File: config.mk
export PLATFORM = sky130hd
export DESIGN_NAME = crpf_div
export DESIGN_NICKNAME = d
export VERILOG_FILES = /design/src/hdl/crpf_pkg.sv /design/src/hdl/crpf_div.sv
export SDC_FILE = /design/constraint.sdc
export NUM_CORES = 1
export LEC_CHECK = 0
export BUFFER_PORTS_ARGS = -buffer_cell sky130_fd_sc_hd__buf_4
export CORE_ASPECT_RATIO = 0.5
export CORE_MARGIN = 1.5
export CORE_UTILIZATION = 44
export CTS_CLUSTER_SIZE = 8
export DETAILED_ROUTE_END_ITERATION = 10
export GPL_TIMING_DRIVEN = 0
export PLACE_DENSITY = 0.69
export SLEW_MARGIN = 10
export SYNTH_ARGS = -nofsm -noshare
export SYNTH_HDL_FRONTEND = slang
export SYNTH_SLANG_ARGS = --single-unit
File: constraint.sdc
create_clock -name aclk -period 6.02 [get_ports aclk]
set_clock_uncertainty 0.2 [all_clocks]
set_input_delay 1.204 -clock aclk [delete_from_list [all_inputs] [get_ports aclk]]
set_output_delay 1.204 -clock aclk [all_outputs]
set_load 0.02 [all_outputs]
File: src/hdl/crpf_pkg.sv
// Shared constants, codes and types of the Catmull-Rom path follower.
package crpf_pkg;

    localparam int MAX_POINTS = 64;
    localparam int COORD_BITS = 32;
    localparam int PT_AW      = $clog2(MAX_POINTS);
    localparam int PT_W       = 3 * COORD_BITS;
    localparam int CNT_W      = 7;
    localparam int TICK_W     = 16;
    localparam int FRAC_W     = 16;
    localparam int U_W        = FRAC_W + 1;
    localparam int PROG_W     = FRAC_W + 1;
    localparam int DEN_W      = CNT_W + TICK_W;
    localparam int DIV_W      = DEN_W + 1 + FRAC_W;
    localparam int DIV_CW     = $clog2(DIV_W + 1);
    localparam int COEF_W     = COORD_BITS + 4;
    localparam int PROD_W     = COEF_W + U_W + 1;
    localparam int ACC_W      = COORD_BITS + 8;

    localparam int S_TDATA_W  = 104;
    localparam int S_TUSER_W  = 2;
    localparam int M_TDATA_W  = 120;
    localparam int CFG_AW     = 2;
    localparam int CFG_DW     = 16;

    localparam logic [PROG_W-1:0] PROG_ONE = PROG_W'(1 << FRAC_W);

    // Configuration register indexes
    localparam logic [CFG_AW-1:0] REG_POINT_COUNT   = 2'd0;
    localparam logic [CFG_AW-1:0] REG_LOOP_MODE     = 2'd1;
    localparam logic [CFG_AW-1:0] REG_SEGMENT_TICKS = 2'd2;

    typedef enum logic [1:0] {
        CMD_LOAD  = 2'd0,
        CMD_START = 2'd1,
        CMD_TICK  = 2'd2,
        CMD_NOP   = 2'd3
    } cmd_t;

    typedef enum logic [2:0] {
        ST_IDLE,
        ST_DIVP,
        ST_STEP,
        ST_DIVU,
        ST_READ,
        ST_CUBIC,
        ST_POS,
        ST_EMIT
    } state_t;

    typedef enum logic [3:0] {
        C_IDLE,
        C_T2,
        C_T3,
        C_T3W,
        C_COEF,
        C_MB,
        C_MC,
        C_MD,
        C_ACC,
        C_OUT
    } cub_state_t;

    // Status of a multi-cycle unit
    typedef struct packed {
        logic busy;
        logic done;
    } unit_stat_t;

endpackage

File: src/hdl/crpf_div.sv
// Restoring divider, one quotient bit per cycle.
module crpf_div (
    input  logic                           aclk,
    input  logic                           aresetn,
    input  logic                           start,
    input  logic [crpf_pkg::DIV_W-1:0]     dividend,
    input  logic [crpf_pkg::DEN_W-1:0]     divisor,
    output crpf_pkg::unit_stat_t           stat,
    output logic [crpf_pkg::DIV_W-1:0]     quotient
);

    logic                          busy_reg;
    logic                          done_reg;
    logic [crpf_pkg::DIV_CW-1:0]   cnt_reg;
    logic [crpf_pkg::DIV_W-1:0]    q_reg;
    logic [crpf_pkg::DEN_W-1:0]    rem_reg;
    logic [crpf_pkg::DEN_W-1:0]    den_reg;

    logic [crpf_pkg::DEN_W:0]      rem_sh;
    logic [crpf_pkg::DEN_W+1:0]    diff;
    logic                          ge;

    // Trial subtract of the shifted remainder
    always_comb begin
        rem_sh = {rem_reg, q_reg[crpf_pkg::DIV_W-1]};
        diff   = {1'b0, rem_sh} - {2'b00, den_reg};
        ge     = ~diff[crpf_pkg::DEN_W+1];
    end

    // Control: count the quotient bits
    always_ff @(posedge aclk) begin
        if (!aresetn) begin
            busy_reg <= 1'b0;
            done_reg <= 1'b0;
            cnt_reg  <= '0;
        end else begin
            done_reg <= 1'b0;
            if (start) begin
                busy_reg <= 1'b1;
                cnt_reg  <= crpf_pkg::DIV_CW'(crpf_pkg::DIV_W);
            end else if (busy_reg) begin
                cnt_reg <= cnt_reg - 1'b1;
                if (cnt_reg == crpf_pkg::DIV_CW'(1)) begin
                    busy_reg <= 1'b0;
                    done_reg <= 1'b1;
                end
            end
        end
    end

    // Datapath: shift the dividend out and the quotient in
    always_ff @(posedge aclk) begin
        if (start) begin
            q_reg   <= dividend;
            rem_reg <= '0;
            den_reg <= divisor;
        end else if (busy_reg) begin
            q_reg   <= {q_reg[crpf_pkg::DIV_W-2:0], ge};
            rem_reg <= ge ? diff[crpf_pkg::DEN_W-1:0] : rem_sh[crpf_pkg::DEN_W-1:0];
        end
    end

    assign stat.busy = busy_reg;
    assign stat.done = done_reg;
    assign quotient  = q_reg;

endmodule

==> reports/metrics.yaml <==
outcome:
  outcome: "finished, final reports clean"
floorplanning:
  ioPinCount: 108
  core_um2: 10900
  dieHeight_um: 77.9
  fp.dieW_um: 153
  num_rows: 27
  start_util_pct: 45.1
  dieArea_um2: 11900
worst_setup_path:
  crit_arrival_ns: 3.34
  path_class: "reg -> reg"
  r2r_start: "quotient[39]"
  path_max_fanout: 10
  reg2regPathDepth: 12
  critPathLaunchType: "flop"
  timing.rr.end: "rem_reg[5]"
  timing.reg2reg.setup_slack_ns: 2.74
  cp-end-kind: "flop"
  required_ns: 6.07
final_layout:
  layout.cells.non_filler: 706
  nets: 649
  largest_reg_flops: 40
  syn_to_final_growth_pct: 27.6
  stdcell_area_um2: 6300
  antennaDiodeCount: 0
  multi_input_area_um2: 2230
  fin_util_pct: 57.6
  regArea_um2: 2510
  final_layout_size_suffix_gt1_share_pct: 33.3
  fillers: 964
synth:
  synth_area_leader_cell: "edfxtp_1"
  yosys-top-cells-area: "edfxtp_1 (38%), dfxtp_1 (13%), mux2_2 (9.3%)"
  synth_ff_type: "edfxtp_1"
  synth_cells: 438
  synth-async-reset-ratio_pct: 0
  synth_warnings: 0
  synth-edff-count: 63
  synth_area_um2: 4940
  synth_common_cells: "edfxtp_1 (63), mux2_2 (41), nor2_1 (36), nand2_1 (35), dfxtp_1 (31)"
  avgSynthCellArea_um2: 11.3
  ys_types: 54
  ys_seq_elements: 94
  syn_nets: 530
  synth_most_common_cell: "edfxtp_1"
  synth_seq_area_share_pct: 50.9
  yosysTopAreaCellShare_pct: 38.3
placement:
  gp_congestion: 0.848
  dp.cells: 691
  dpl_cell_area_um2: 5940
  port_buffers: 107
  hpwl_mm: 8.00
grt:
  antenna_found_initial: 0
  grt_use_total_pct: 19.6
  use_met2_pct: 32.3
  grt_max_degree: 41
  grt_pass1_vias: 3788
  use_met3_pct: 6.98
  grt_pass1_wl_mm: 18.3
  grt.busiest_layer: "met2"
  gr-total-overflow: 0
  gr-usage-met1_pct: 24.8
run:
  maxCapViolCount: 0
timing:
  setup_viol: 0
  period_minus_slack_ns: 3.28
  hold_viol_final: 0
  fin_hold_ws_ns: 0.278
  slew_headroom_pct: 51.0
  worst_pin_slew_ns: 0.735
  fin_crit_sh_pct: 54.5
  fmax_mhz: 305
  fin_setup_tns_ns: 0
  rsz0062_at_grt: "no"
  slew_viol_final: 0
pwr:
  p_leak_uw: 0.00262
  peakVddDrop_uv: 148
  power_density_nw_per_um2: 288
min_path:
  hp-class: "reg -> reg"
  hold_start: "rem_reg[22]"
  min_path_cells: 1
  min_to: "rem_reg[22]"
detailed_routing:
  final_antenna_net_count: 0
  via_count: 3743
  via_per_inst: 5.30
  drt_pre_antenna_iters: 4
  drt_iter0_markers: 198
  routedWlPerCell_um: 15.8
  drc: 0
  wl_mm: 11.1
clocking:
  cts_setup_buffers: 0
  insertion_delay_ns: 0.35
  clockRootBuffer: "clkbuf_16"
  holdBufCountCts: 0
  clockBufferDepth: 2
  postCtsResizedCells: 0
  clock-sinks: 94
  cts_tree: "built"
  htreeDepth: 3
  clkTransAtPathRegs_ns: 0.07
  cts_buffers: 9
cells by family after synthesis:
family / Yosys count / share of synthesized area (%)
muxes: 45 / 10.2
DFF: 94 / 50.9
xor gates and xnor gates: 19 / 3.37
and+or+nand+nor: 107 / 10.1
adders and majority gates: 26 / 6.74
AOI/OAI and AO/OA: 101 / 14.8
buffers and inverters: 46 / 3.93
area by class of cell:
type	instances	share of cell area (%)
flip-flops and latches	94	39.9
multi-input cells	298	35.4
repair buffers	108	13.1
clock buffers	9	3.57
well taps	145	2.88
clock inverters	6	2.14
inverters	29	1.73
plain buffers	17	1.35
layout by cell type, fill, tap and decap left out, types with 5 or more instances in the layout:
cell,n
a211oi_2,5
a21oi_1,22
a311oi_2,5
buf_1,5
buf_4,110
clkbuf_1,6
clkbuf_16,9
dfxtp_1,31
edfxtp_1,63
ha_1,25
inv_1,28
mux2_2,41
nand2_1,35
nor2_1,36
nor2b_1,6
nor3_1,8
o21a_1,7
o21ai_0,25
xnor2_1,13
xor2_1,6
layer usage:
metal	part of all wire [%]	wire, um	vias up
li1	-	-	1844
met1	44	4920	1767
met2	47	5280	123
met3	7.5	838	9
met4	0.88	98	0
met5	0	0	-
worst max-delay path, cell delays in order, from the launching register on:
cell	delay, ns
edfxtp_1	0.37
inv_1	0.06
ha_1	0.23
fa_1	0.39
nor2b_1	0.22
o31a_1	0.21
nand2b_4	0.16
a31o_2	0.15
buf_2	0.20
a211o_1	0.28
buf_2	0.32
nand2_1	0.12
a311oi_2	0.28
through the flow:
stage / total power, uW / worst slack [ns]
after floorplan: 1010 / 3.09
after global placement: 1130 / 2.14
after detailed placement: 1130 / 2.59
after CTS: 1830 / 2.77
after global routing: 1880 / 2.50
final: 1810 / 2.74
worst max path at each step:
stage / startpoint / to / slack, ns / cells past startpoint
finish: quotient[39] / rem_reg[5] / 2.74 / 12
global route: quotient[39] / rem_reg[5] / 2.50 / 12
CTS: quotient[39] / rem_reg[5] / 2.77 / 12
detailed placement: start / quotient[35] / 2.59 / 4
global placement: start / quotient[7] / 2.14 / 4
floorplan: quotient[39] / quotient[0] / 3.09 / 11
power breakdown:
part / internal [uW] / switching, uW / leakage, uW
combinational: 160 / 182 / 0.00157
clock: 445 / 246 / 0.000168
sequential: 751 / 29.2 / 0.000881
total: 1360 / 457 / 0.00262
Power figures use the tool's default switching activity.
