**src/hdl/crpf_pkg.sv**
```systemverilog
// Shared constants, codes and types of the Catmull-Rom path follower.
package crpf_pkg;

    localparam int MAX_POINTS = 64;
    localparam int COORD_BITS = 32;
    localparam int PT_AW      = $clog2(MAX_POINTS);
    localparam int PT_W       = 3 * COORD_BITS;
    localparam int CNT_W      = 7;
    localparam int TICK_W     = 16;
    localparam int FRAC_W     = 16;
    localparam int U_W        = FRAC_W + 1;
    localparam int PROG_W     = FRAC_W + 1;
    localparam int DEN_W      = CNT_W + TICK_W;
    localparam int DIV_W      = DEN_W + 1 + FRAC_W;
    localparam int DIV_CW     = $clog2(DIV_W + 1);
    localparam int COEF_W     = COORD_BITS + 4;
    localparam int PROD_W     = COEF_W + U_W + 1;
    localparam int ACC_W      = COORD_BITS + 8;

    localparam int S_TDATA_W  = 104;
    localparam int S_TUSER_W  = 2;
    localparam int M_TDATA_W  = 120;
    localparam int CFG_AW     = 2;
    localparam int CFG_DW     = 16;

    localparam logic [PROG_W-1:0] PROG_ONE = PROG_W'(1 << FRAC_W);

    // Configuration register indexes
    localparam logic [CFG_AW-1:0] REG_POINT_COUNT   = 2'd0;
    localparam logic [CFG_AW-1:0] REG_LOOP_MODE     = 2'd1;
    localparam logic [CFG_AW-1:0] REG_SEGMENT_TICKS = 2'd2;

    typedef enum logic [1:0] {
        CMD_LOAD  = 2'd0,
        CMD_START = 2'd1,
        CMD_TICK  = 2'd2,
        CMD_NOP   = 2'd3
    } cmd_t;

    typedef enum logic [2:0] {
        ST_IDLE,
        ST_DIVP,
        ST_STEP,
        ST_DIVU,
        ST_READ,
        ST_CUBIC,
        ST_POS,
        ST_EMIT
    } state_t;

    typedef enum logic [3:0] {
        C_IDLE,
        C_T2,
        C_T3,
        C_T3W,
        C_COEF,
        C_MB,
        C_MC,
        C_MD,
        C_ACC,
        C_OUT
    } cub_state_t;

    // Status of a multi-cycle unit
    typedef struct packed {
        logic busy;
        logic done;
    } unit_stat_t;

endpackage

```
**src/hdl/crpf_cubic.sv**
```systemverilog
// Catmull-Rom cubic evaluation, one shared multiplier, one axis at a time.
module crpf_cubic (
    input  logic                          aclk,
    input  logic                          aresetn,
    input  logic                          start,
    input  logic [crpf_pkg::PT_W-1:0]     pts [4],
    input  logic [crpf_pkg::U_W-1:0]      u,
    output crpf_pkg::unit_stat_t          stat,
    output logic [crpf_pkg::PT_W-1:0]     pos
);

    localparam int CB  = crpf_pkg::COORD_BITS;
    localparam int CW  = crpf_pkg::COEF_W;
    localparam int UW  = crpf_pkg::U_W;
    localparam int PW  = crpf_pkg::PROD_W;
    localparam int AW  = crpf_pkg::ACC_W;
    localparam int FW  = crpf_pkg::FRAC_W;

    localparam logic signed [AW-1:0] POS_MAX = {{(AW-CB+1){1'b0}}, {(CB-1){1'b1}}};
    localparam logic signed [AW-1:0] POS_MIN = ~POS_MAX;

    crpf_pkg::cub_state_t state_reg, state_next;
    logic [1:0]                axis_reg;
    logic                      done_reg;
    logic [UW-1:0]             u_reg;
    logic [UW-1:0]             t2_reg;
    logic [UW-1:0]             t3_reg;
    logic signed [CW-1:0]      a_reg, b_reg, c_reg, d_reg;
    logic signed [PW-1:0]      prod_reg;
    logic signed [AW-1:0]      acc_reg;
    logic [crpf_pkg::PT_W-1:0] pos_reg;

    logic signed [CW-1:0]      pe [4];
    logic signed [CW-1:0]      a_c, b_c, c_c, d_c, diff12;
    logic signed [CW-1:0]      mul_a;
    logic [UW-1:0]             mul_w;
    logic signed [PW-1:0]      product;
    logic signed [PW-FW-1:0]   scl;
    logic signed [AW-1:0]      half;
    logic signed [AW-1:0]      half_sat;

    // Coefficients of the selected axis
    always_comb begin
        for (int j = 0; j < 4; j++) begin
            pe[j] = CW'($signed(pts[j][axis_reg*CB +: CB]));
        end
        diff12 = pe[1] - pe[2];
        a_c    = pe[1] <<< 1;
        b_c    = pe[2] - pe[0];
        c_c    = (pe[0] <<< 1) - ((pe[1] <<< 2) + pe[1]) + (pe[2] <<< 2) - pe[3];
        d_c    = pe[3] - pe[0] + (diff12 <<< 1) + diff12;
    end

    // Shared multiplier operands
    always_comb begin
        mul_a = '0;
        mul_w = '0;
        case (state_reg)
            crpf_pkg::C_T2: begin
                mul_a = {{(CW-UW){1'b0}}, u_reg};
                mul_w = u_reg;
            end
            crpf_pkg::C_T3: begin
                mul_a = {{(CW-UW){1'b0}}, prod_reg[FW +: UW]};
                mul_w = u_reg;
            end
            crpf_pkg::C_MB: begin
                mul_a = b_reg;
                mul_w = u_reg;
            end
            crpf_pkg::C_MC: begin
                mul_a = c_reg;
                mul_w = t2_reg;
            end
            crpf_pkg::C_MD: begin
                mul_a = d_reg;
                mul_w = t3_reg;
            end
            default: begin
                mul_a = '0;
                mul_w = '0;
            end
        endcase
        product = mul_a * $signed({1'b0, mul_w});
        scl     = prod_reg[PW-1:FW];
        half    = acc_reg >>> 1;
        if (half > POS_MAX) begin
            half_sat = POS_MAX;
        end else if (half < POS_MIN) begin
            half_sat = POS_MIN;
        end else begin
            half_sat = half;
        end
    end

    // Next state
    always_comb begin
        state_next = state_reg;
        case (state_reg)
            crpf_pkg::C_IDLE: if (start) state_next = crpf_pkg::C_T2;
            crpf_pkg::C_T2:   state_next = crpf_pkg::C_T3;
            crpf_pkg::C_T3:   state_next = crpf_pkg::C_T3W;
            crpf_pkg::C_T3W:  state_next = crpf_pkg::C_COEF;
            crpf_pkg::C_COEF: state_next = crpf_pkg::C_MB;
            crpf_pkg::C_MB:   state_next = crpf_pkg::C_MC;
            crpf_pkg::C_MC:   state_next = crpf_pkg::C_MD;
            crpf_pkg::C_MD:   state_next = crpf_pkg::C_ACC;
            crpf_pkg::C_ACC:  state_next = crpf_pkg::C_OUT;
            crpf_pkg::C_OUT: begin
                state_next = (axis_reg == 2'd2) ? crpf_pkg::C_IDLE : crpf_pkg::C_COEF;
            end
            default: state_next = crpf_pkg::C_IDLE;
        endcase
    end

    // Control registers
    always_ff @(posedge aclk) begin
        if (!aresetn) begin
            state_reg <= crpf_pkg::C_IDLE;
            axis_reg  <= '0;
            done_reg  <= 1'b0;
        end else begin
            state_reg <= state_next;
            done_reg  <= 1'b0;
            if (state_reg == crpf_pkg::C_IDLE) begin
                axis_reg <= '0;
            end else if (state_reg == crpf_pkg::C_OUT) begin
                axis_reg <= axis_reg + 1'b1;
                if (axis_reg == 2'd2) begin
                    done_reg <= 1'b1;
                end
            end
        end
    end

    // Datapath: powers of u, coefficients, multiply-accumulate
    always_ff @(posedge aclk) begin
        prod_reg <= product;
        case (state_reg)
            crpf_pkg::C_IDLE: if (start) u_reg <= u;
            crpf_pkg::C_T3:   t2_reg <= prod_reg[FW +: UW];
            crpf_pkg::C_T3W:  t3_reg <= prod_reg[FW +: UW];
            crpf_pkg::C_COEF: begin
                a_reg <= a_c;
                b_reg <= b_c;
                c_reg <= c_c;
                d_reg <= d_c;
            end
            crpf_pkg::C_MB:   acc_reg <= AW'(a_reg);
            crpf_pkg::C_MC:   acc_reg <= acc_reg + AW'(scl);
            crpf_pkg::C_MD:   acc_reg <= acc_reg + AW'(scl);
            crpf_pkg::C_ACC:  acc_reg <= acc_reg + AW'(scl);
            crpf_pkg::C_OUT:  pos_reg[axis_reg*CB +: CB] <= half_sat[CB-1:0];
            default: begin
                acc_reg <= acc_reg;
            end
        endcase
    end

    assign stat.busy = (state_reg != crpf_pkg::C_IDLE);
    assign stat.done = done_reg;
    assign pos       = pos_reg;

endmodule

```
**config.mk**
```make
export PLATFORM = sky130hd
export DESIGN_NAME = crpf_cubic
export DESIGN_NICKNAME = d
export VERILOG_FILES = /design/src/hdl/crpf_pkg.sv /design/src/hdl/crpf_cubic.sv
export SDC_FILE = /design/constraint.sdc
export NUM_CORES = 2
export LEC_CHECK = 0
export BUFFER_PORTS_ARGS = -buffer_cell sky130_fd_sc_hd__clkbuf_2
export CORE_MARGIN = 2
export CORE_UTILIZATION = 35
export DETAILED_ROUTE_END_ITERATION = 16
export GPL_TIMING_DRIVEN = 0
export PLACE_DENSITY = 0.49
export SLEW_MARGIN = 20
export SYNTH_ARGS = -nofsm -noshare
export SYNTH_HDL_FRONTEND = slang
export SYNTH_SLANG_ARGS = --single-unit
```
**constraint.sdc**
```tcl
create_clock -name aclk -period 20.8 [get_ports aclk]
set_clock_uncertainty 0.05 [all_clocks]
set_input_delay 5.2 -clock aclk [delete_from_list [all_inputs] [get_ports aclk]]
set_output_delay 5.2 -clock aclk [all_outputs]
set_load 0.01 [all_outputs]
```
==> flow_metrics.py <==
metrics = {
    "run_status": {
        "status": "finished, final reports clean",
    },
    "synthesis": {
        "ys_seq_area_frac": 0.222,
        "synth.area.top_cells": "fa_1, edfxtp_1, ha_1",
        "synthesis.nets": 6598,
        "ys_async_sr_fraction": 0,
        "synth_cells": 5142,
        "ys_ff_latch": 369,
        "synth.largest_area_cell": "fa_1",
        "syn_avg_cell_area_um2": 9.33,
        "syn_area_um2": 48000,
        "synth-main-ff-cell": "edfxtp_1",
        "synth_edf_count": 324,
        "synth_top_area_share": 0.312,
        "ys_warn_count": 0,
        "yosysUniqueCellTypes": 83,
    },
    "global_route": {
        "grtUsageTotal": 0.258,
        "antenna_found_initial": 8,
        "grt.overflow.total": 0,
        "grt_pass1_vias": 40800,
        "grt_pass1_wl_mm": 266,
        "grt_max_degree": 33,
    },
    "pwr": {
        "p_per_area_nw_per_um2": 64.2,
        "p_leak_nw": 25.0,
        "max-vdd-ir-drop_mv": 0.0482,
    },
    "clock_network": {
        "ctsHoldBuffers": 0,
        "cts_root_buffer": "clkbuf_16",
        "clk_latency_ns": 0.61,
        "htree_levels": 2,
        "clock-sinks": 369,
        "cts.path.max_buffers": 3,
        "post_cts_resized": 0,
        "cts-buffers-inserted": 42,
        "clkTransAtPathRegs_ns": 0.06,
        "postCtsSetupBuffers": 0,
        "cts_tree": "yes",
    },
    "worst_setup_path": {
        "required_ns": 21.08,
        "cp_max_fo": 5,
        "path_delay_family": "compound AO/OA/AOI/OAI gates",
        "cp_num_buf_inv": 1,
        "cpPeakStageDelay_ns": 0.96,
        "cp_common_cell": "o21ai_1",
        "cpMaxStageDelayCell": "a2111oi_0",
        "worstSetupPathType": "input port to register",
        "cp-end-kind": "register",
        "cp-start-kind": "input port",
        "crit_chain": "clkbuf_2, mux2i_1, o21ai_1, ha_1, o21a_1, o31a_1, o21ai_1, o21ai_1, a31oi_1, o31ai_1, a31oi_1, xnor2_1, fa_1, fa_1, ha_1, a21oi_1, o21ai_0, o2bb2ai_1, a2111oi_0, o21ai_0, a21oi_1, xnor2_1",
        "arrival_ns": 12.61,
    },
    "detailed_routing": {
        "wl_per_cell_um": 24.0,
        "antenna_left": 0,
        "first_pass_iters": 7,
        "drt_iter0_drc": 2635,
        "vias_per_cell": 5.13,
        "drc": 0,
        "vias": 38600,
        "wl_mm": 180,
    },
    "timing": {
        "report.final.slew_viol_count": 0,
        "rsz0062_at_grt": "false",
        "tightest_slew_ns": 1.18,
        "clock.fmax_ghz": 0.0810,
        "finalCriticalPeriod_ns": 12.34,
        "fin_crit_sh": 0.593,
        "fin_ws_ns": 8.46,
        "slew_headroom": 0.214,
        "finalHoldViolations": 0,
        "setup_violations": 0,
        "finalSetupTns_ns": 0,
    },
    "placement": {
        "preCtsSetupSlack_ns": 8.00,
        "place.gp.congestion": 0.939,
        "hpwl_mm": 154,
        "io_buffers": 501,
        "dp_cells": 7446,
    },
    "die": {
        "pin_count": 502,
        "dieWidth_um": 374,
        "start_util": 0.353,
        "dieArea_um2": 140000,
        "rows": 135,
        "core_um2": 136000,
        "die_h_um": 374,
    },
    "final_layout": {
        "drive_gt1_frac": 0.110,
        "layout_common_cells": "inv_1, fa_1, nand2_1",
        "final_common_cell": "inv_1",
        "fin_util": 0.401,
        "nets": 7165,
        "largest_reg_flops": 96,
        "fin_cells": 7524,
        "syn_to_final_growth_pct": 13.4,
    },
    "hold_path": {
        "holdCritPathClass": "register to register",
    },
    "job": {
        "timing.max_cap.violations": 0,
    },
}
worst register-to-register path, delay by kind of cell, from the launching register on:
| family | cells | cell delay (ns) |
|---|---|---|
| AND/OR/NAND/NOR | 4 | 1.89 |
| adder cells (fa/ha/maj) | 7 | 3.35 |
| buffers and inverters | 9 | 2.58 |
| flip-flops | 1 | 0.31 |
| AO/OA/AOI/OAI | 10 | 2.98 |
worst paths after layout:
path,start,to,slack [ns],cells past startpoint
worst min register to register,prod_reg[26],t3_reg[10],0.46,0
worst min-delay path,prod_reg[26],t3_reg[10],0.46,0
worst max register to register,state_reg[2],prod_reg[53],9.53,30
worst max-delay path,pts[258],d_reg[34],8.46,22
synth_stat cells (all sizes together) (11+ instances only):
master	instances
nor2b	24
o21bai	21
buf	25
o211ai	17
or3	11
a211oi	25
a31oi	21
nand3	46
and4	20
and2	47
nand2	636
edfxtp	324
xnor2	127
ha	305
nand4	38
fa	747
o21ai	172
nor3	49
a21oi	264
o31ai	22
nor2	578
xor2	46
dfxtp	45
o21a	33
and3	30
a21o	98
inv	856
clkbuf	171
a22oi	46
nand2b	32
mux2i	131
metal layers:
metal | global-route usage | wire length [um]
met2 | 0.421 | 83500
met4 | 0.0927 | 7320
met1 | 0.343 | 77200
met3 | 0.0439 | 12300
met5 | 0 | 61
area by class of cell:
type	instances	area [um^2]
Antenna cell	1	2.50
Buffer	196	744
Clock buffer	52	1140
Clock inverter	25	262
Fill cell	13900	81400
Inverter	856	3210
Multi-Input combinational cell	3721	33500
Sequential cell	369	10600
Tap cell	1781	2230
Timing Repair Buffer	523	2740
cell families (layout without fill, tap and decap cells):
family                   Yosys count  after routing  share of synthesized area
XOR/XNOR                         173            173                     0.0316
other                              0              1                          0
AO/OA/AOI/OAI                    808            808                      0.107
multiplexers                     132            132                     0.0276
adder cells (fa/ha/maj)         1052           1052                      0.391
flip-flops                       369            369                      0.222
AND/OR/NAND/NOR                 1556           1556                      0.139
buffers and inverters           1052           1652                     0.0824
report_power, final:
group | switching (mW) | total, mW | internal [mW]
clock network | 0.326 | 0.758 | 0.432
registers | 0.0223 | 0.931 | 0.909
logic | 1.11 | 1.80 | 0.695
through the flow:
stage | area, um^2 | hold WS [ns] | total power, mW
after detailed placement | 53000 | 0.440 | 2.72
after global placement | 52700 | 0.439 | 2.71
after floorplan | 48000 | 0.404 | 2.17
after CTS | 54400 | 0.461 | 3.50
after global routing | 54400 | 0.476 | 3.73
final | 54400 | 0.461 | 3.49
No activity file was read; power rests on OpenSTA's default activity.
