===== src/hdl/crpf_ram.sv =====
// Generic single-port-write, registered-read RAM.
module crpf_ram #(
    parameter int WIDTH = 8,
    parameter int DEPTH = 16,
    localparam int AW   = $clog2(DEPTH)
) (
    input  logic             aclk,
    input  logic             we,
    input  logic [AW-1:0]    waddr,
    input  logic [WIDTH-1:0] wdata,
    input  logic [AW-1:0]    raddr,
    output logic [WIDTH-1:0] rdata
);

    logic [WIDTH-1:0] mem [DEPTH];
    logic [WIDTH-1:0] rdata_reg;

    // Write port and registered read port
    always_ff @(posedge aclk) begin
        if (we) begin
            mem[waddr] <= wdata;
        end
        rdata_reg <= mem[raddr];
    end

    assign rdata = rdata_reg;

endmodule


===== config.mk =====
export PLATFORM = sky130hd
export DESIGN_NAME = crpf_ram
export DESIGN_NICKNAME = d
export VERILOG_FILES = /design/src/hdl/crpf_ram.sv
export SDC_FILE = /design/constraint.sdc
export NUM_CORES = 1
export LEC_CHECK = 0
export BUFFER_PORTS_ARGS = -buffer_cell sky130_fd_sc_hd__buf_2
export CAP_MARGIN = 25
export CORE_MARGIN = 5
export CORE_UTILIZATION = 40
export CTS_CLUSTER_DIAMETER = 80
export DETAILED_ROUTE_END_ITERATION = 8
export HOLD_SLACK_MARGIN = 0.12
export MAX_ROUTING_LAYER = met4
export PLACE_DENSITY = 0.58
export REMOVE_ABC_BUFFERS = 1
export SYNTH_ARGS = -nofsm -noshare
export SYNTH_HDL_FRONTEND = slang
export SYNTH_SLANG_ARGS = --single-unit

===== constraint.sdc =====
create_clock -name aclk -period 1.56 [get_ports aclk]
set_input_delay 0.078 -clock aclk [delete_from_list [all_inputs] [get_ports aclk]]
set_output_delay 0.078 -clock aclk [all_outputs]
set_load 0.005 [all_outputs]

==> summary.txt, run 1 <==
mux contribution to synthesized area = 15.0%
die height = 123 um
largest family of logic cells by synthesized area = multiplexers
placed insts = 440
I/O Pins = 26
Avg WL per Cell = 21.1 um
multi-input logic area = 1060 um^2
top-count cell post-synth = edfxtp_1
worst vdd ir = 780 uV
xor and xnor area share after synthesis = 0%
fmax = 716 MHz
clock tree buffer depth = 2
Total GRT Usage = 15.0%
clk slew on worst S/H paths = 0.06 ns
Detail Route Antenna Nets = 0
critical path peak fanout = 1
post-synth top area share = 74.7%
Yosys reg bits = 136
CP Launch Type = flip-flop
Inserted Clock Buffers = 17
Starting Density = 40.8%
RSZ-0062 raised after global routing = false
Clock Sinks = 136
Hold Slack = 0.191 ns
first drt pass iteration count = 6
Hold Crit Start = raddr[1]
pin count of the biggest net entering global routing = 25
top_reg_cell synth = edfxtp_1
Sw Share = 19.7%
average cell area after synthesis = 22.5 um^2
cell internal pwr = 7.05 mW
share of synthesized registers carrying an async set or reset = 0%
Syn-to-layout area delta = 23.0%
switching power = 1.73 mW
share of cells above drive strength 1 = 32.5%
Total Routed Length = 10100 um
adder-cell share of the synthesized area = 0%
row count = 41
Clock Skews = 0.00943 ns
Post-synth EDFFs = 128
Clk Latency, worst-skew pair = 0.41 ns
antenna fix cells = 0
slew at the pin closest to its max-slew limit = 0.457 ns
Clock power frac = 48.6%
Final #Nets = 313
max-slew violation count = 0
Reg area = 4000 um^2
Worst Path Required = 1.85 ns
dominant cells by area after synthesis = edfxtp_1 75%, mux4_2 7.9%, mux4_1 7.1%, dfxtp_1 3.1%, a22oi_1 2.3%
sequential fraction of the synthesis area = 77.8%
number of H-tree levels = 4
Max-cap violations = 0
total gr overflow = 0
CP Cell Sequence = mux4_1, a22oi_1, nand2_1
setup violators final = 0
dpl cell area = 5610 um^2
port bufs = 25
Via Count = 2474
status = finished, final reports clean
Comb pwr share = 4.6%
post-DP HPWL = 6160 um
min-delay worst type = input pin to flip-flop
Ys Warns = 0
TritonCTS clock tree = yes
die area = 15200 um^2
Die Wd = 123 um
Power Dens Cells = 1390 nW/um^2
Post-Synth Simple-Gate Area = 3.18%
Setup Crit Path Kind = flip-flop to flip-flop
Final Instance Area = 6330 um^2
worst r2r src = mem[1][0]$_DFFE_PP_
DRC viols = 0
clock root buffer = clkbuf_16
CP max-delay cell = mux4_1
crit path buf inv count = 0
Post-Syn Area = 5150 um^2
Final period util = 89.6%
initial DRC count = 228
sequential group share of total power = 46.8%
vias in the first global route = 2514
Top delay family on crit path = multiplexers
Mapped Cells = 229
Critical Path Source = mem[1][0]$_DFFE_PP_
Largest register FFs = 128
worst path arrival time = 1.68 ns
delay of the slowest cell on the worst path = 0.51 ns
CP Capture Type = flip-flop
Leak Pwr = 2.17 nW
Max-slew headroom = 69.5%
initial antenna violation count = 0
Core ar. = 12600 um^2
first-pass GRT wire length = 15400 um
setup TNS = 0 ns
Synth cell types = 19
FF-to-FF setup slack = 0.16 ns
Synth top cells by count = 128 x edfxtp_1, 18 x mux4_2, 16 x a22oi_1
top cell type by total area after synthesis = edfxtp_1
Tmin final = 1.40 ns
Vias/cell = 5.15
fin cells = 480
Placer Congestion = 0.727
Fillers = 1058
Hold Fails Final Rpt = 0
area fraction in compound gates after synthesis = 2.33%
## final cells by class
cell class / instances / share of cell area [%]
multi-input cells: 83 / 16.7
clock buffers: 19 / 7.15
repair buffers: 57 / 6.48
flip-flops and latches: 136 / 63.2
well taps: 172 / 3.40
clock inverters: 13 / 3.02
## stage by stage
stage	utilization [%]	power, mW	setup slack [ns]
2_1_floorplan	-	4.34	-0.0109
3_3_place_gp	44.4	4.57	0.00871
3_5_place_dp	44.4	4.58	0.0182
4_1_cts	50.2	8.86	0.144
5_1_grt	50.2	9.05	0.0764
6_report	50.2	8.78	0.163
## repair_timing
item                                   CTS  global route
setup buffers                            0             0
endpoints found under the hold margin  128             0
gates resized for setup                  0             0
hold buffers                             8             0
## metal layers
metal  up-vias  routed length (um)  GRT usage, %
li1       1108                   -             -
met1      1287                4410          19.5
met2        73                5040          23.2
met3         6                 611          3.61
met4         0                  64          5.40
met5         -                   0             -
## kinds of logic (layout without fill, tap and decap cells)
kind of cell	after synthesis	count (layout)
flip-flops	136	136
multiplexers	32	32
AND/OR/NAND/NOR	35	35
buffers and inverters	10	89
AO/OA/AOI/OAI	16	16
## final timing paths
kind / to / cells after the start
worst max-delay path: rdata[0]$_DFF_P_ / 3
worst min register to register: rdata[2]$_DFF_P_ / 3
worst min-delay path: rdata[4]$_DFF_P_ / 4
worst max register to register: rdata[0]$_DFF_P_ / 3
## power groups by stage
stage / registers, mW / clock network (mW) / logic, mW
after floorplan: 4.18 / 0 / 0.164
after global placement: 4.18 / 0 / 0.390
after detailed placement: 4.19 / 0 / 0.395
after CTS: 4.11 / 4.33 / 0.411
after global routing: 4.11 / 4.50 / 0.438
final: 4.11 / 4.27 / 0.401
## worst register-to-register path: stages, from the launching register on
cell      delay, ns
edfxtp_1       0.36
mux4_1         0.51
a22oi_1        0.32
nand2_1        0.09
## placed cells by master, fill, tap and decap left out, drive strengths merged, types with 3 or more instances in the layout
cell	synthesis	routed
edfxtp	128	128
buf	7	49
mux4	32	32
clkbuf	0	19
a22oi	16	16
nor2	13	13
nand2	9	9
dlygate4sd3	0	8
dfxtp	8	8
nor3	4	4
inv	0	4
bufinv	0	4
clkinvlp	0	3
(Power assumes the default switching activity.)
==> inputs of run 2 (changes only) <==
Settings changed: CORE_ASPECT_RATIO from default to 1.4.
==> run 2 against run 1 <==
Net effect: sequential share of layout area down 0.10 points; global-route usage down 0.40 points; sequential cell count unchanged; cell area up 0.16%; combinational power about the same; critical endpoint unchanged; critical path type unchanged; largest cell class unchanged; setup slack better by 0.034 ns.
==> summary.txt, run 2 (same netlist as run 1, synthesis figures left out) <==
status = finished, final reports clean
pin count of the biggest net entering global routing = 33 (+32%)
TritonCTS clock tree = yes
switching power = 1.71 mW (-1.1%)
first-pass GRT wire length = 15400 um (+0.23%)
FF-to-FF setup slack = 0.20 ns (+0.03 ns)
fmax = 733 MHz (+2.5%)
RSZ-0062 raised after global routing = false
most common cell after layout, fill and taps aside = edfxtp_1
Syn-to-layout area delta = 23.2%
Die Wd = 106 um (-14%)
Max-slew headroom = 73.5% (+4.0 points)
Post-CTS Setup Inserts = 0 (unchanged)
row count = 49 (+20%)
Tmin final = 1.36 ns (-0.0337 ns)
sequential group share of total power = 47.2% (+0.4 points)
DRC viols = 0 (unchanged)
Vias/cell = 5.30 (+2.9%)
port bufs = 25 (unchanged)
post-DP HPWL = 6610 um (+7.5%)
Hold Fails Final Rpt = 0 (unchanged)
reg2reg path depth = 3 (unchanged)
clock root buffer = clkbuf_16
Clock Skews = 0.00606 ns (-0.00337 ns)
Hold Slack = 0.225 ns (+0.0340 ns)
slew at the pin closest to its max-slew limit = 0.397 ns (-0.0602 ns)
most frequent cells in the layout = 128 x edfxtp_1, 25 x buf_2, 22 x buf_4
Total GRT Usage = 14.6% (-0.40 points)
Avg WL per Cell = 21.3 um (+1.0%)
number of H-tree levels = 4 (unchanged)
share of cells above drive strength 1 = 32.9% (+0.44 points)
critical path peak fanout = 1 (unchanged)
initial DRC count = 160 (-30%)
die height = 144 um (+17%)
Clock Sinks = 136 (unchanged)
Worst Path Required = 1.85 ns (about the same)
Via Count = 2455 (-0.77%)
total gr overflow = 0 (unchanged)
final core occ = 49.7% (-0.44 points)
die area = 15300 um^2 (+0.21%)
CP Capture Type = flip-flop
initial antenna violation count = 0 (unchanged)
hold-fix buffers at CTS = 8 (unchanged)
worst r2r src = mem[2][0]$_DFFE_PP_
first drt pass iteration count = 6 (unchanged)
Setup Crit Path Kind = flip-flop to flip-flop
Fillers = 1029 (-2.7%)
min-delay worst type = input pin to flip-flop
worst vdd ir = 625 uV (-20%)
Detail Route Antenna Nets = 0 (unchanged)
Power Dens Cells = 1370 nW/um^2 (-0.94%)
max-slew violation count = 0 (unchanged)
CP Launch Type = flip-flop
vias in the first global route = 2604 (+3.6%)
Clk Latency, worst-skew pair = 0.41 ns (about the same)
Placer Congestion = 0.758 (+4.3%)
Largest register FFs = 128 (unchanged)
antenna fix cells = 0 (unchanged)
Comb pwr share = 4.6% (about the same)
Starting Density = 40.4% (-0.42 points)
Core ar. = 12800 um^2 (+1.1%)
worst path arrival time = 1.65 ns (-0.03 ns)
endpoint of the worst register-to-register path = rdata[0]$_DFF_P_
Final period util = 87.4% (-2.2 points)
cell internal pwr = 7.00 mW (-0.70%)
Post-CTS Resized = 0 (unchanged)
Hold Crit Endpoint = mem[4][4]$_DFFE_PP_
Hold Crit Start = waddr[0]
Total Routed Length = 9860 um (-2.6%)
clk slew on worst S/H paths = 0.06 ns (about the same)
Inserted Clock Buffers = 17 (unchanged)
Hold Path Depth = 3 (-1)
Max-cap violations = 0 (unchanged)
I/O Pins = 26 (unchanged)
Leak Pwr = 2.18 nW (+0.61%)
setup violators final = 0 (unchanged)
Clock power frac = 48.2% (-0.4 points)
clock tree buffer depth = 2 (unchanged)
Final #Nets = 315 (+0.64%)
Sw Share = 19.6% (-0.067 points)
run 2: cell count changes in the layout (fill, tap and decap cells not counted), sizes merged:
cell / before / now
clkinv: 2 / 5
inv: 4 / 1
buf: 49 / 51
clkbuf: 19 / 18
clkinvlp: 3 / 4
run 2: layout make-up:
| class | instances | area [um^2] | share of cell area, % |
|---|---|---|---|
| Sequential cell | 136 | 4000 | 63.1 |
| Multi-Input combinational cell | 83 | 1060 | 16.7 |
| Timing Repair Buffer | 59 | 450 | 7.10 |
| Clock buffer | 18 | 439 | 6.93 |
| Clock inverter | 14 | 199 | 3.14 |
| Tap cell | 153 | 191 | 3.02 |
run 2: how the worst max path moves through the flow:
stage	from	endpoint	slack (ns)	cells after the start
floorplan	waddr[2]	mem[0][0]$_DFFE_PP_	-0.01	2
global placement	raddr[0]	rdata[5]$_DFF_P_	-0.03	5
detailed placement	raddr[0]	rdata[5]$_DFF_P_	-0.01	5
CTS	mem[2][2]$_DFFE_PP_	rdata[2]$_DFF_P_	0.18	3
global route	mem[8][5]$_DFFE_PP_	rdata[5]$_DFF_P_	0.12	3
finish	mem[2][0]$_DFFE_PP_	rdata[0]$_DFF_P_	0.20	3
run 2: layer usage:
metal	vias to the layer above	track usage (%)	wire length, um
met5	-	-	0
met4	0	6.75	134
met3	8	3.66	411
met2	65	24.4	5280
met1	1266	16.6	4030
li1	1116	-	-
run 2: through the flow:
step,total power [mW],setup slack [ns],std cells,area (um^2),setup TNS [ns]
3_5_place_dp,4.58,-0.0104,423,5620,-0.0154
5_1_grt,9.01,0.122,463,6340,0
4_1_cts,8.80,0.182,463,6340,0
3_3_place_gp,4.57,-0.0307,423,5620,-0.0307
2_1_floorplan,4.34,-0.0109,219,5060,-0.0870
6_report,8.71,0.196,463,6340,0
run 2: power by group through the flow:
stage,sequential (mW),combinational [mW],clock [mW]
floorplan,4.18,0.164,0
global placement,4.18,0.388,0
detailed placement,4.19,0.397,0
CTS,4.11,0.413,4.28
global route,4.12,0.440,4.45
finish,4.11,0.403,4.20
run 2: worst max-delay path, cell delays in order (launching register included):
cell      delay (ns)
edfxtp_1        0.37
mux4_1          0.50
a22oi_1         0.27
nand2_1         0.11
==> inputs of run 3 (changes only) <==
Settings changed: ABC_AREA from default to 1, CELL_PAD_IN_SITES_DETAIL_PLACEMENT from default to 0, CELL_PAD_IN_SITES_GLOBAL_PLACEMENT from default to 2, CORE_UTILIZATION 40 to 36, PLACE_DENSITY 0.58 to 0.74.
==> run 3 against run 2 <==
Net effect: total power shrank 3.0%; synthesized cell count grew 140%; worst hold slack got worse by 0.019 ns; global-route usage increased by 1.2 points; setup slack better by 0.34 ns; clock skew about the same; sequential share of layout area is 4.8 points lower; die area grew 22%; critical path type is now input pin to flip-flop; critical endpoint is now rdata[5]$_DFF_P_.
==> summary.txt, run 3 <==
Avg WL per Cell = 16.4 um (-23%)
port bufs = 25 (unchanged)
Starting Density = 36.8% (-3.6 points)
Critical Path Source = raddr[3]
setup TNS = 0 ns (unchanged)
top-count cell post-synth = nand2_1
dpl cell area = 6200 um^2 (+10%)
vias in the first global route = 3701 (+42%)
Clock Sinks = 136 (unchanged)
Inserted Clock Buffers = 17 (unchanged)
Setup Crit Path Kind = input pin to flip-flop
Total Routed Length = 13400 um (+36%)
Clock Skews = 0.00625 ns (+0.000186 ns)
most frequent cells in the layout = 173 x nand2_1, 128 x edfxtp_1, 100 x inv_1
Mapped Cells = 551 (+140%)
setup violators final = 0 (unchanged)
min-delay worst type = input pin to flip-flop
Post-Syn Area = 5770 um^2 (+12%)
reg2reg path depth = 6 (+3)
die area = 18700 um^2 (+22%)
top_reg_cell synth = edfxtp_1
Largest register FFs = 128 (unchanged)
Die Wd = 117 um (+10%)
Setup crit end = rdata[5]$_DFF_P_
dominant cells by area after synthesis = edfxtp_1 67%, nand2_1 11%, nand3_1 8.4%, inv_1 6.5%, dfxtp_1 2.8%
total gr overflow = 0 (unchanged)
Max-slew headroom = 67.4% (-6.1 points)
clock tree buffer depth = 2 (unchanged)
delay of the slowest cell on the worst path = 0.54 ns (+0.04 ns)
endpoint of the worst register-to-register path = rdata[7]$_DFF_P_
Via Count = 3730 (+52%)
worst r2r src = mem[15][7]$_DFFE_PP_
DRC viols = 0 (unchanged)
CP Capture Type = flip-flop
CP max-delay cell = dlygate4sd3_1
die height = 160 um (+11%)
number of H-tree levels = 4 (unchanged)
Yosys reg bits = 136 (unchanged)
CP Depth = 5 (+2)
first-pass GRT wire length = 21300 um (+39%)
Synth cell types = 12 (-7)
most common cell after layout, fill and taps aside = nand2_1
antenna fix cells = 0 (unchanged)
Worst Path Required = 1.91 ns (+0.06 ns)
I/O Pins = 26 (unchanged)
first drt pass iteration count = 4 (-2)
CP Cell Sequence = dlygate4sd3_1, buf_2, inv_1, nand3_1, nand2_1
sequential fraction of the synthesis area = 69.4% (-8.4 points)
Placer Congestion = 0.846 (+12%)
final core occ = 43.8% (-5.9 points)
Hold Fails Final Rpt = 0 (unchanged)
Power Dens Cells = 1230 nW/um^2 (-10%)
critical path peak fanout = 9 (+8)
Post-synth EDFFs = 128 (unchanged)
Final #Nets = 625 (+98%)
Leak Pwr = 2.98 nW (+36%)
Top delay family on crit path = buffers and inverters
share of synthesized registers carrying an async set or reset = 0% (unchanged)
max-slew violation count = 0 (unchanged)
Syn-to-layout area delta = 19.0%
Clk Latency, worst-skew pair = 0.41 ns (about the same)
post-synth top area share = 66.7% (-8.0 points)
worst path arrival time = 1.37 ns (-0.28 ns)
average cell area after synthesis = 10.5 um^2 (-53%)
pin count of the biggest net entering global routing = 65 (+97%)
initial DRC count = 147 (-8.1%)
post-DP HPWL = 8810 um (+33%)
status = finished, final reports clean
Core ar. = 15700 um^2 (+23%)
TritonCTS clock tree = yes
worst vdd ir = 686 uV (+9.8%)
share of cells above drive strength 1 = 13.9% (-19 points)
Vias/cell = 4.57 (-14%)
top cell type by total area after synthesis = edfxtp_1
Final Instance Area = 6870 um^2 (+8.3%)
FF-to-FF setup slack = 0.55 ns (+0.35 ns)
Total GRT Usage = 15.8% (+1.2 points)
Ys Warns = 0 (unchanged)
Synth top cells by count = 173 x nand2_1, 128 x edfxtp_1, 100 x inv_1
CP Launch Type = input pin
row count = 54 (+10%)
slew at the pin closest to its max-slew limit = 0.489 ns (+0.0917 ns)
clk slew on worst S/H paths = 0.06 ns (about the same)
initial antenna violation count = 0 (unchanged)
clock root buffer = clkbuf_16
Fillers = 1523 (+48%)
Detail Route Antenna Nets = 0 (unchanged)
Max-cap violations = 0 (unchanged)
crit path buf inv count = 3 (+3)
RSZ-0062 raised after global routing = false
Final period util = 65.5% (-22 points)
fmax = 979 MHz (+34%)
Post-CTS Setup Inserts = 0 (unchanged)
Tmin final = 1.02 ns (-0.343 ns)
[run 3: cell families (layout without fill, tap and decap cells)]
family                 Yosys count  in the layout  synth area share (%)
flip-flops                     136            136                  69.4
AND/OR/NAND/NOR                289            289                  21.0
buffers and inverters          126            195                  9.52
[run 3: tightest hold or removal path, delay by kind of cell]
kind / cells / cell delay [ns]
and+or+nand+nor: 4 / 0.29
buffers and inverters: 2 / 0.21
[run 3: how the worst min path moves through the flow]
stage | from | to | depth (start not counted)
after detailed placement | rdata[7]$_DFF_P_ | rdata[7] | 1
after CTS | raddr[1] | rdata[4]$_DFF_P_ | 6
after floorplan | wdata[0] | mem[0][0]$_DFFE_PP_ | 0
final | raddr[1] | rdata[2]$_DFF_P_ | 6
after global placement | rdata[0]$_DFF_P_ | rdata[0] | 1
after global routing | raddr[1] | rdata[1]$_DFF_P_ | 6
[run 3: cell type report]
class	count	area, um^2	area share, %
sequential	136	4000	58.3
multi-input combinational	289	1210	17.7
clock buffer	21	480	7.00
timing repair buffer	61	443	6.45
inverter	102	383	5.58
tap	196	245	3.57
clock inverter	11	96.3	1.40
[run 3: through the flow]
| stage | hold WS [ns] | cells | setup WS (ns) | power [mW] |
|---|---|---|---|---|
| final | 0.206 | 816 | 0.539 | 8.45 |
| after global routing | 0.251 | 816 | 0.460 | 8.77 |
| after CTS | 0.213 | 816 | 0.510 | 8.55 |
| after detailed placement | 0.461 | 775 | 0.274 | 4.70 |
| after global placement | 0.459 | 775 | 0.284 | 4.69 |
| after floorplan | 0.177 | 527 | 0.502 | 4.40 |
[run 3: report_power, final]
group | internal (mW) | leakage, nW | switching [mW] | total, mW
Sequential | 4.09 | 1.22 | 0.0271 | 4.11
Combinational | 0.171 | 1.48 | 0.342 | 0.513
Clock | 2.35 | 0.273 | 1.47 | 3.82
Total | 6.61 | 2.98 | 1.84 | 8.45
[run 3: routing by layer]
layer	share of wire, %	GRT usage [%]
met3	2.9	3.26
met5	0	-
met1	43	19.7
met4	0.84	4.54
met2	53	25.8
[run 3: timing repair]
item                      4_1_cts  5_1_grt
hold buffers                    9        0
hold endpoints to repair      135        0
gates resized for setup         0        0
